--- src/bpws_pkg.sv ---
// Package for the position-keyed word scrambler.
// Holds the item types, the offset step constant and the block-start key functions.
// No dependencies.
package bpws_pkg;

  localparam int unsigned BLOCK_WORDS_DEF = 128;
  localparam logic [31:0] OFFSET_STEP = 32'h561A_9C1A;
  localparam int unsigned KEY_ROT = 10;
  localparam int unsigned FB_ROT = 15;
  localparam int unsigned OFF_ROT_A = 7;
  localparam int unsigned OFF_ROT_B = 2;
  localparam logic [31:0] WORD_BYTES = 32'd4;

  typedef struct packed {
    logic [31:0] data_word;
    logic        last_word;
  } plain_t;

  typedef struct packed {
    logic [31:0] cipher_word;
    logic        last_out;
  } cipher_t;

  function automatic logic [31:0] rotr(input logic [31:0] x, input int unsigned n);
    rotr = (x >> n) | (x << (32 - n));
  endfunction

  function automatic logic [31:0] pos_hash(input logic [31:0] p);
    pos_hash = (p + (p >> 8)) + ((p >> 16) + (p >> 24));
  endfunction

  function automatic logic [31:0] pos_offset(input logic [31:0] p);
    logic [31:0] v;
    v = p + rotr(p, OFF_ROT_A);
    pos_offset = v + rotr(v, OFF_ROT_B);
  endfunction

endpackage

--- src/bpws_core.sv ---
// Scrambling datapath and rolling state for the position-keyed word scrambler.
// Computes one cipher word per transaction and advances the block state.
// Depends on bpws_pkg.
module bpws_core #(
  parameter int unsigned BLOCK_WORDS = bpws_pkg::BLOCK_WORDS_DEF
) (
  input  logic              clk,
  input  logic              rst,
  input  logic              go,
  input  bpws_pkg::plain_t  item,
  input  logic [31:0]       seed,
  output bpws_pkg::cipher_t result
);

  localparam int unsigned IDX_W = (BLOCK_WORDS > 1) ? $clog2(BLOCK_WORDS) : 1;
  localparam logic [IDX_W-1:0] IDX_LAST = IDX_W'(BLOCK_WORDS - 1);

  logic [IDX_W-1:0] word_index;
  logic [31:0]      byte_position;
  logic [31:0]      rolling_key;
  logic [31:0]      rolling_offset;
  logic [31:0]      feedback_word;

  logic        block_start;
  logic [31:0] cur_key;
  logic [31:0] cur_off;
  logic [31:0] cur_fb;
  logic [31:0] cipher_word;

  always_comb begin
    block_start = (word_index == '0);
    if (block_start) begin
      cur_key = seed ^ bpws_pkg::pos_hash(byte_position);
      cur_off = bpws_pkg::pos_offset(byte_position);
      cur_fb  = '0;
    end else begin
      cur_key = rolling_key;
      cur_off = rolling_offset;
      cur_fb  = feedback_word;
    end
    cipher_word = item.data_word ^ cur_fb ^ cur_key ^ cur_off;
    result.cipher_word = cipher_word;
    result.last_out    = item.last_word;
  end

  always_ff @(posedge clk) begin
    if (rst) begin
      word_index     <= '0;
      byte_position  <= '0;
      rolling_key    <= '0;
      rolling_offset <= '0;
      feedback_word  <= '0;
    end else if (go) begin
      rolling_key    <= bpws_pkg::rotr(cur_key, bpws_pkg::KEY_ROT);
      rolling_offset <= cur_off + bpws_pkg::OFFSET_STEP;
      if (item.last_word) begin
        word_index    <= '0;
        byte_position <= '0;
        feedback_word <= '0;
      end else begin
        word_index    <= (word_index == IDX_LAST) ? '0 : word_index + 1'b1;
        byte_position <= byte_position + bpws_pkg::WORD_BYTES;
        feedback_word <= bpws_pkg::rotr(cipher_word, bpws_pkg::FB_ROT);
      end
    end
  end

endmodule

--- src/block_position_keyed_word_scrambler_unit.sv ---
// Top level of the position-keyed word scrambler: input register, core, result register.
// A word passes the input register, then the result register (cipher_valid); one word per cycle when unstalled.
// A stalled result holds the core, so the input stalls once the input register is also full.
// The seed write port is always ready; a new seed applies from the next block start.
// Synchronous reset clears position, block state, seed and both register valids.
// Depends on bpws_pkg and bpws_core.
module block_position_keyed_word_scrambler_unit #(
  parameter int unsigned BLOCK_WORDS = bpws_pkg::BLOCK_WORDS_DEF
) (
  input  logic              clk,
  input  logic              rst,
  input  logic              plain_valid,
  output logic              plain_stall,
  input  bpws_pkg::plain_t  plain,
  output logic              cipher_valid,
  input  logic              cipher_stall,
  output bpws_pkg::cipher_t cipher,
  input  logic              seed_valid,
  output logic              seed_ready,
  input  logic [31:0]       seed
);

  logic              in_full;
  bpws_pkg::plain_t  in_item;
  logic              out_full;
  bpws_pkg::cipher_t out_item;
  logic [31:0]       seed_reg;
  logic              advance;
  logic              take;
  bpws_pkg::cipher_t result;

  assign advance      = in_full && (!out_full || !cipher_stall);
  assign plain_stall  = in_full && !advance;
  assign take         = plain_valid && !plain_stall;
  assign cipher_valid = out_full;
  assign cipher       = out_item;
  assign seed_ready   = 1'b1;

  bpws_core #(
    .BLOCK_WORDS(BLOCK_WORDS)
  ) u_core (
    .clk    (clk),
    .rst    (rst),
    .go     (advance),
    .item   (in_item),
    .seed   (seed_reg),
    .result (result)
  );

  always_ff @(posedge clk) begin
    if (rst) begin
      seed_reg <= '0;
    end else if (seed_valid && seed_ready) begin
      seed_reg <= seed;
    end
  end

  always_ff @(posedge clk) begin
    if (rst) begin
      in_full <= 1'b0;
    end else begin
      in_full <= take || (in_full && !advance);
    end
    if (take) begin
      in_item <= plain;
    end
  end

  always_ff @(posedge clk) begin
    if (rst) begin
      out_full <= 1'b0;
    end else if (advance) begin
      out_full <= 1'b1;
    end else if (!cipher_stall) begin
      out_full <= 1'b0;
    end
    if (advance) begin
      out_item <= result;
    end
  end

endmodule

--- config.mk ---
export PLATFORM = sky130hd
export DESIGN_NAME = block_position_keyed_word_scrambler_unit
export DESIGN_NICKNAME = d
export VERILOG_FILES = /design/src/bpws_pkg.sv /design/src/bpws_core.sv /design/src/block_position_keyed_word_scrambler_unit.sv
export SDC_FILE = /design/constraint.sdc
export NUM_CORES = 1
export LEC_CHECK = 0
export CAP_MARGIN = 10
export CORE_MARGIN = 8
export CORE_UTILIZATION = 65
export DETAILED_ROUTE_END_ITERATION = 12
export DONT_BUFFER_PORTS = 1
export HOLD_SLACK_MARGIN = 0.08
export PLACE_DENSITY = 0.81
export SYNTH_ARGS = -nofsm -noshare
export SYNTH_HDL_FRONTEND = slang
export SYNTH_SLANG_ARGS = --single-unit
--- constraint.sdc ---
create_clock -name clk -period 5.8 [get_ports clk]
set_input_delay 0.29 -clock clk [delete_from_list [all_inputs] [get_ports clk]]
set_output_delay 0.29 -clock clk [all_outputs]
set_load 0.01 [all_outputs]
# Word-level counts from Yosys, hierarchy flattened

Cells that the tools add are included.

Add/sub/neg operators: 8
Eq/ne operators: 2
Multiplexer cells: 9
Bitwise logic cells: 8
Reduce and logical (&&, ||, !) cells: 10

Operators by type and width:

| operator                 | count |
|---|---|
| $mux W32                 | 5 |
| $xor A32 B32 Y32         | 4 |
| $add A32 B32 Y32         | 3 |
| $add A32 B24 Y32         | 1 |
| $add A32 B3 Y32 const B  | 1 |
| $add A32 B31 Y32 const B | 1 |
| $or A17 B32 Y32          | 1 |
| $or A22 B32 Y32          | 1 |
| $or A25 B32 Y32          | 1 |
| $or A30 B32 Y32          | 1 |
| $add A16 B8 Y17          | 1 |
| $mux W7                  | 2 |
| $add A7 B1 Y7 const B    | 1 |
| $eq A7 B7 Y1 const B     | 1 |
| $logic_not A7 Y1         | 1 |
| $logic_not A1 Y1         | 4 |
| $logic_and A1 B1 Y1      | 3 |
| $logic_or A1 B1 Y1       | 2 |
| $mux W1                  | 2 |
| $ne A2 B1 Y1 const B     | 1 |

Register bits: 235
Input bits: 70
Output and inout port bits: 36
Logic and storage cells: 49

# Depth between registers and ports, before layout

Depth in word-level cells: 8
Gate-level depth with buffers: 25
Mapped depth without buffers: 24

# Modules after synthesis

From an unflattened synthesis, not the netlist that was laid out.

Cell total of the unflattened synthesis: 1781
Area, all modules: 15991.6 sq um

Modules (own cells, without submodules):

| module                                   | instances | cells each | area each (sq um) | sequential area each (sq um) |
|---|---|---|---|---|
| bpws_core                                | 1         | 1599       | 12749.7           | 2662.6 |
| block_position_keyed_word_scrambler_unit | 1         | 182        | 3241.9            | 2662.6 |

# Worst setup path after synthesis

OpenSTA, ideal clock, no wires.

Path type: reg2reg
Start: reg u_core.byte_position[25]
End: reg u_core.feedback_word[16]
Setup time: 117 ps
Arrival time: 5142 ps
Data required time: 5683 ps
Setup slack: 541 ps
Stages on the path, launching flop included: 24
Path buffers: 1
Period minus slack after synthesis: 5259 ps
Cells stage by stage: dfxtp_1 -> clkbuf_1 -> inv_1 -> fa_1 -> o21ai_0 -> a31oi_1 -> o21ai_0 -> nand3_1 -> nor2_1 -> xnor2_1 -> fa_1 -> inv_1 -> ha_1 -> a21o_1 -> a21o_1 -> a21o_1 -> a21oi_1 -> nand3_1 -> a31oi_1 -> nor4_1 -> o31ai_1 -> xor2_1 -> xnor2_1 -> a32o_1

RTL lines:

| item                   | line            | RTL |
|---|---|---|
| from (decl)            | bpws_core.sv:19 | `logic [31:0] byte_position;` |
| from (signal assigned) | bpws_core.sv:62 | `byte_position <= byte_position + bpws_pkg::WORD_BYTES;` |
| to (signal assigned)   | bpws_core.sv:63 | `feedback_word <= bpws_pkg::rotr(cipher_word, bpws_pkg::FB_ROT);` |
| to (decl)              | bpws_core.sv:22 | `logic [31:0] feedback_word;` |

==> report_table.html <==
<table>
<tr><th>Metric</th><th>Value</th></tr>
<tr><th colspan="2">Run status</th></tr>
<tr><td>Status</td><td>completed</td></tr>
<tr><th colspan="2">Critical path</th></tr>
<tr><td>Crit path largest cell delay</td><td>0.47 ns</td></tr>
<tr><td>Kind of end point of the critical path</td><td>flip-flop</td></tr>
<tr><td>Type of origin of the critical path</td><td>flip-flop</td></tr>
<tr><td>CP cell instances</td><td>ha_2, a211oi_2, o21ai_0, a221oi_2, nor2b_1, nor2b_1, o21a_1, o21a_1, nor2_1, xnor2_1, ha_1, nand3_1, or2_2, a21oi_1, a21oi_2, o2111ai_1, a31oi_1, o21ai_0, nor3b_1, a21oi_1, xnor2_1, a32o_1</td></tr>
<tr><td>Type of the setup path with the least slack</td><td>flip-flop to flip-flop</td></tr>
<tr><td>CP max FO</td><td>8</td></tr>
<tr><td>Required time worst endpoint</td><td>~6.3 ns</td></tr>
<tr><td>Cell with the largest stage delay on the worst path</td><td>sky130_fd_sc_hd__nor3b_1</td></tr>
<tr><td>Endpoint arrival time on the critical path</td><td>around 6.0 ns</td></tr>
<tr><th colspan="2">STA</th></tr>
<tr><td>Slew at the pin with the worst max-slew slack</td><td>approximately 1.2 ns</td></tr>
<tr><td>Tmin final</td><td>~5.5 ns</td></tr>
<tr><td>Hold slack final</td><td>around 0.11 ns</td></tr>
<tr><td>Final cycle utilization of the critical path</td><td>0.952</td></tr>
<tr><td>Total of endpoints with negative setup slack in the final report</td><td>0</td></tr>
<tr><td>Clock tree skew after final layout</td><td>0.0342 ns</td></tr>
<tr><td>Highest attainable clock frequency</td><td>0.181 GHz</td></tr>
<tr><td>Worst slew margin relative to its limit</td><td>0.170</td></tr>
<tr><td>Final Hold Vio Count</td><td>0</td></tr>
<tr><td>Pins over their slew limit</td><td>0</td></tr>
<tr><th colspan="2">Floorplanning</th></tr>
<tr><td>Area enclosed by the die boundary</td><td>~30,000 um2</td></tr>
<tr><td>Core area</td><td>roughly 25,000 um2</td></tr>
<tr><td>Vertical die dimension</td><td>~170 um</td></tr>
<tr><td>Boundary Pins</td><td>between 100 and 150</td></tr>
<tr><td>Cell row count</td><td>58</td></tr>
<tr><td>Initial core utilization</td><td>0.654</td></tr>
<tr><td>Die X</td><td>about 170 um</td></tr>
<tr><th colspan="2">Clocking</th></tr>
<tr><td>Clock transition at the registers of the reported paths</td><td>around 0.070 ns</td></tr>
<tr><td>Insertion delay of the later-clocked pin in the worst-skew pair</td><td>roughly 0.57 ns</td></tr>
<tr><td>H-tree levels</td><td>1</td></tr>
<tr><td>CTS max path bufs</td><td>3</td></tr>
<tr><td>Root buffer cell</td><td>sky130_fd_sc_hd__clkbuf_16</td></tr>
<tr><td>Number of buffers inserted during clock tree synthesis</td><td>25</td></tr>
<tr><td>Number of clock sinks seen by CTS</td><td>around 230</td></tr>
<tr><td>TritonCTS clock tree</td><td>done</td></tr>
<tr><th colspan="2">Placement</th></tr>
<tr><td>Area post-placement</td><td>approximately 17,000 um2</td></tr>
<tr><td>Final HPWL from detailed placement</td><td>~36,000 um</td></tr>
<tr><td>Gp weighted congestion</td><td>1.00</td></tr>
<tr><td>Port buffer count</td><td>0</td></tr>
<tr><th colspan="2">Yosys</th></tr>
<tr><td>Synth warn</td><td>0</td></tr>
<tr><td>Synthesized area divided by synthesized cell count</td><td>8.69 um2</td></tr>
<tr><td>Share of the synthesized area in the top cell type</td><td>0.205</td></tr>
<tr><td>Synth Register Bits</td><td>233</td></tr>
<tr><td>Cell area after technology mapping</td><td>16,300 um2</td></tr>
<tr><td>Post-synthesis cell count</td><td>1,875</td></tr>
<tr><td>Synth Net Count</td><td>between 2,000 and 2,500</td></tr>
<tr><td>Synth cell types</td><td>100</td></tr>
<tr><td>Area contributors post-synth</td><td>sky130_fd_sc_hd__dfxtp_1 21%, sky130_fd_sc_hd__edfxtp_1 12%, sky130_fd_sc_hd__xnor2_1 9.6%</td></tr>
<tr><td>Primary FF master, synth</td><td>sky130_fd_sc_hd__dfxtp_1</td></tr>
<tr><td>Cell type contributing the most total cell area after synthesis</td><td>sky130_fd_sc_hd__dfxtp_1</td></tr>
<tr><td>EDFF count, synth</td><td>66</td></tr>
<tr><td>Most used standard cell by instance count after synthesis</td><td>sky130_fd_sc_hd__nor2_1</td></tr>
<tr><td>Part of the Yosys area used for sequential elements</td><td>0.327</td></tr>
<tr><td>Post-synthesis async set-or-reset flop share</td><td>0</td></tr>
<tr><td>Most used standard cells in the synthesized netlist</td><td>252 x sky130_fd_sc_hd__nor2_1, 178 x sky130_fd_sc_hd__xnor2_1, 167 x sky130_fd_sc_hd__dfxtp_1, 133 x sky130_fd_sc_hd__a21oi_1, 133 x sky130_fd_sc_hd__nand2_1</td></tr>
<tr><th colspan="2">GRT</th></tr>
<tr><td>First-pass GRT wire length</td><td>~82,000 um</td></tr>
<tr><td>Global routing usage summed across all routing layers</td><td>0.337</td></tr>
<tr><td>Pin count of the biggest net entering global routing</td><td>about 120</td></tr>
<tr><td>Via count of the first global-routing pass</td><td>14,900</td></tr>
<tr><td>Remaining global-route overflow</td><td>0</td></tr>
<tr><td>Number of antenna violations at the first check in global routing</td><td>1</td></tr>
<tr><th colspan="2">Layout</th></tr>
<tr><td>Area overhead of the layout relative to synthesis</td><td>14.6%</td></tr>
<tr><td>Total non-filler cell area in the finished layout</td><td>18,700 um2</td></tr>
<tr><td>Fraction of final layout cells with drive strength greater than 1</td><td>0.0803</td></tr>
<tr><td>Number of nets at the end of the flow</td><td>2,154</td></tr>
<tr><td>Count of fill cells added during filler insertion</td><td>between 1,500 and 2,000</td></tr>
<tr><td>Final core utilization</td><td>0.750</td></tr>
<tr><th colspan="2">Power</th></tr>
<tr><td>Pleak</td><td>~0.0075 uW</td></tr>
<tr><td>Part of the total power dissipated in sequential elements</td><td>0.455</td></tr>
<tr><td>Clock Power Share</td><td>0.428</td></tr>
<tr><td>Total Power</td><td>between 4000 and 5000 uW</td></tr>
<tr><td>P per Cell Area</td><td>~210 nW/um2</td></tr>
<tr><td>Gate power share</td><td>0.116</td></tr>
<tr><td>Psw</td><td>1060 uW</td></tr>
<tr><td>Worst IR drop on VDD</td><td>around 0.00036 V</td></tr>
<tr><td>Cell internal pwr</td><td>about 3000 uW</td></tr>
<tr><td>Fraction of power spent switching nets</td><td>0.265</td></tr>
<tr><th colspan="2">Route</th></tr>
<tr><td>Total wire length after detailed routing</td><td>~53,000 um</td></tr>
<tr><td>Number of violations reported at the end of detailed-routing iteration 0</td><td>1,562</td></tr>
<tr><td>Drt drc</td><td>0</td></tr>
<tr><td>Post-route ant nets</td><td>0</td></tr>
<tr><td>Wire per inst</td><td>22.9 um</td></tr>
<tr><td>Vias per cell</td><td>6.49</td></tr>
<tr><td>DR pass1 iterations</td><td>5</td></tr>
<tr><td>Total via count in the routed design</td><td>roughly 15,000</td></tr>
<tr><th colspan="2">Min path</th></tr>
<tr><td>Tightest Hold Check Type</td><td>input pin to flip-flop</td></tr>
<tr><th colspan="2">Job</th></tr>
<tr><td>Reported max-cap violation count</td><td>0</td></tr>
</table>
==> layout make-up <==
class                      instances  area [um2]  area share
clock buffer                      34         709      0.0380
clock inverter                    12         158     0.00845
timing repair buffer             143        1370      0.0732
inverter                          92         348      0.0186
antenna                            1        2.50    0.000134
sequential                       233        5330       0.286
multi-input combinational       1467       10300       0.554
tap                              330         413      0.0221
==> power groups by stage <==
stage / registers [uW] / clock network, uW / logic [uW]
after floorplan: 1840 / 0 / 285
after global placement: 1850 / 0 / 347
after detailed placement: 1860 / 0 / 355
after CTS: 1820 / 1700 / 437
after global routing: 1830 / 1780 / 489
final: 1830 / 1720 / 466
==> layer usage <==
| metal | vias to the layer above | share of wire | GRT usage |
|---|---|---|---|
| li1 | 6775 | - | - |
| met1 | 7143 | 0.37 | 0.399 |
| met2 | 894 | 0.47 | 0.558 |
| met3 | 204 | 0.092 | 0.0666 |
| met4 | 0 | 0.066 | 0.203 |
| met5 | - | 0 | 0 |
==> layout by cell type (no fill, tap or decap), types with 6 or more instances in the layout <==
master / Yosys / routed
sky130_fd_sc_hd__a22oi_1: 27 / 27
sky130_fd_sc_hd__a211oi_1: 28 / 27
sky130_fd_sc_hd__nand3_1: 44 / 44
sky130_fd_sc_hd__inv_1: 91 / 91
sky130_fd_sc_hd__a21oi_1: 133 / 130
sky130_fd_sc_hd__o21ai_1: 7 / 14
sky130_fd_sc_hd__xnor2_1: 178 / 174
sky130_fd_sc_hd__dfxtp_2: 0 / 6
sky130_fd_sc_hd__xor2_1: 64 / 64
sky130_fd_sc_hd__mux2i_1: 57 / 53
sky130_fd_sc_hd__dlygate4sd3_1: 0 / 99
sky130_fd_sc_hd__a21o_1: 21 / 21
sky130_fd_sc_hd__o21bai_1: 7 / 7
sky130_fd_sc_hd__nand2b_1: 10 / 10
sky130_fd_sc_hd__nor2b_1: 18 / 17
sky130_fd_sc_hd__nor2_1: 252 / 250
sky130_fd_sc_hd__fa_1: 24 / 24
sky130_fd_sc_hd__nand4_1: 29 / 29
sky130_fd_sc_hd__nor4_1: 10 / 10
sky130_fd_sc_hd__ha_1: 98 / 96
sky130_fd_sc_hd__or3_1: 13 / 13
sky130_fd_sc_hd__o21ai_0: 72 / 65
sky130_fd_sc_hd__nor3b_1: 6 / 6
sky130_fd_sc_hd__a31oi_1: 24 / 22
sky130_fd_sc_hd__and3_1: 18 / 18
sky130_fd_sc_hd__buf_4: 1 / 41
sky130_fd_sc_hd__and2_1: 8 / 8
sky130_fd_sc_hd__o21a_1: 18 / 18
sky130_fd_sc_hd__edfxtp_1: 66 / 66
sky130_fd_sc_hd__o211ai_1: 12 / 12
sky130_fd_sc_hd__nor3_1: 37 / 37
sky130_fd_sc_hd__clkbuf_16: 0 / 25
sky130_fd_sc_hd__dfxtp_1: 167 / 161
sky130_fd_sc_hd__nand2_1: 133 / 133
==> timing repair <==
action	in CTS	in global routing
hold buffers	100	0
hold endpoints to repair	158	0
gates resized for setup	0	34
setup buffers	0	2
endpoints found under the setup margin	0	29
==> through the flow <==
stage                     TNS [ns]  cells  worst slack, ns
after floorplan                  0   1875            0.541
after global routing      -0.00497   2312         -0.00497
after global placement           0   2163            0.195
after detailed placement         0   2163            0.128
final                            0   2312            0.277
after CTS                        0   2309           0.0587
==> cell families after synthesis <==
group / Yosys count / share of synthesized area
simple gates: 614 / 0.176
compound gates: 425 / 0.175
xor+xnor: 243 / 0.132
flops: 233 / 0.327
buf+inv: 175 / 0.0455
fa+ha+maj: 122 / 0.105
mux: 62 / 0.0399
other cells: 1 / 0.000230
==> worst max-delay path, delay by kind of cell (launching register included) <==
family | cells | cell delay, ns
compound gates | 12 | 2.54
flops | 1 | 0.41
fa+ha+maj | 2 | 0.69
simple gates | 6 | 1.47
xor+xnor | 2 | 0.31
==> path summary, 6_finish.rpt <==
check | start | endpoint | slack (ns) | cells after the start
worst min register to register | u_core.rolling_offset[12]$_SDFFE_PP0P_ | u_core.rolling_offset[12]$_SDFFE_PP0P_ | 0.46 | 2
worst min-delay path | rst | u_core.rolling_offset[26]$_SDFFE_PP0P_ | 0.11 | 2
worst max-delay path | u_core.byte_position[9]$_SDFFE_PP0P_ | u_core.feedback_word[16]$_SDFFE_PP0P_ | 0.28 | 22
worst max register to register | u_core.byte_position[9]$_SDFFE_PP0P_ | u_core.feedback_word[16]$_SDFFE_PP0P_ | 0.28 | 22
No activity file was read; power rests on OpenSTA's default activity.
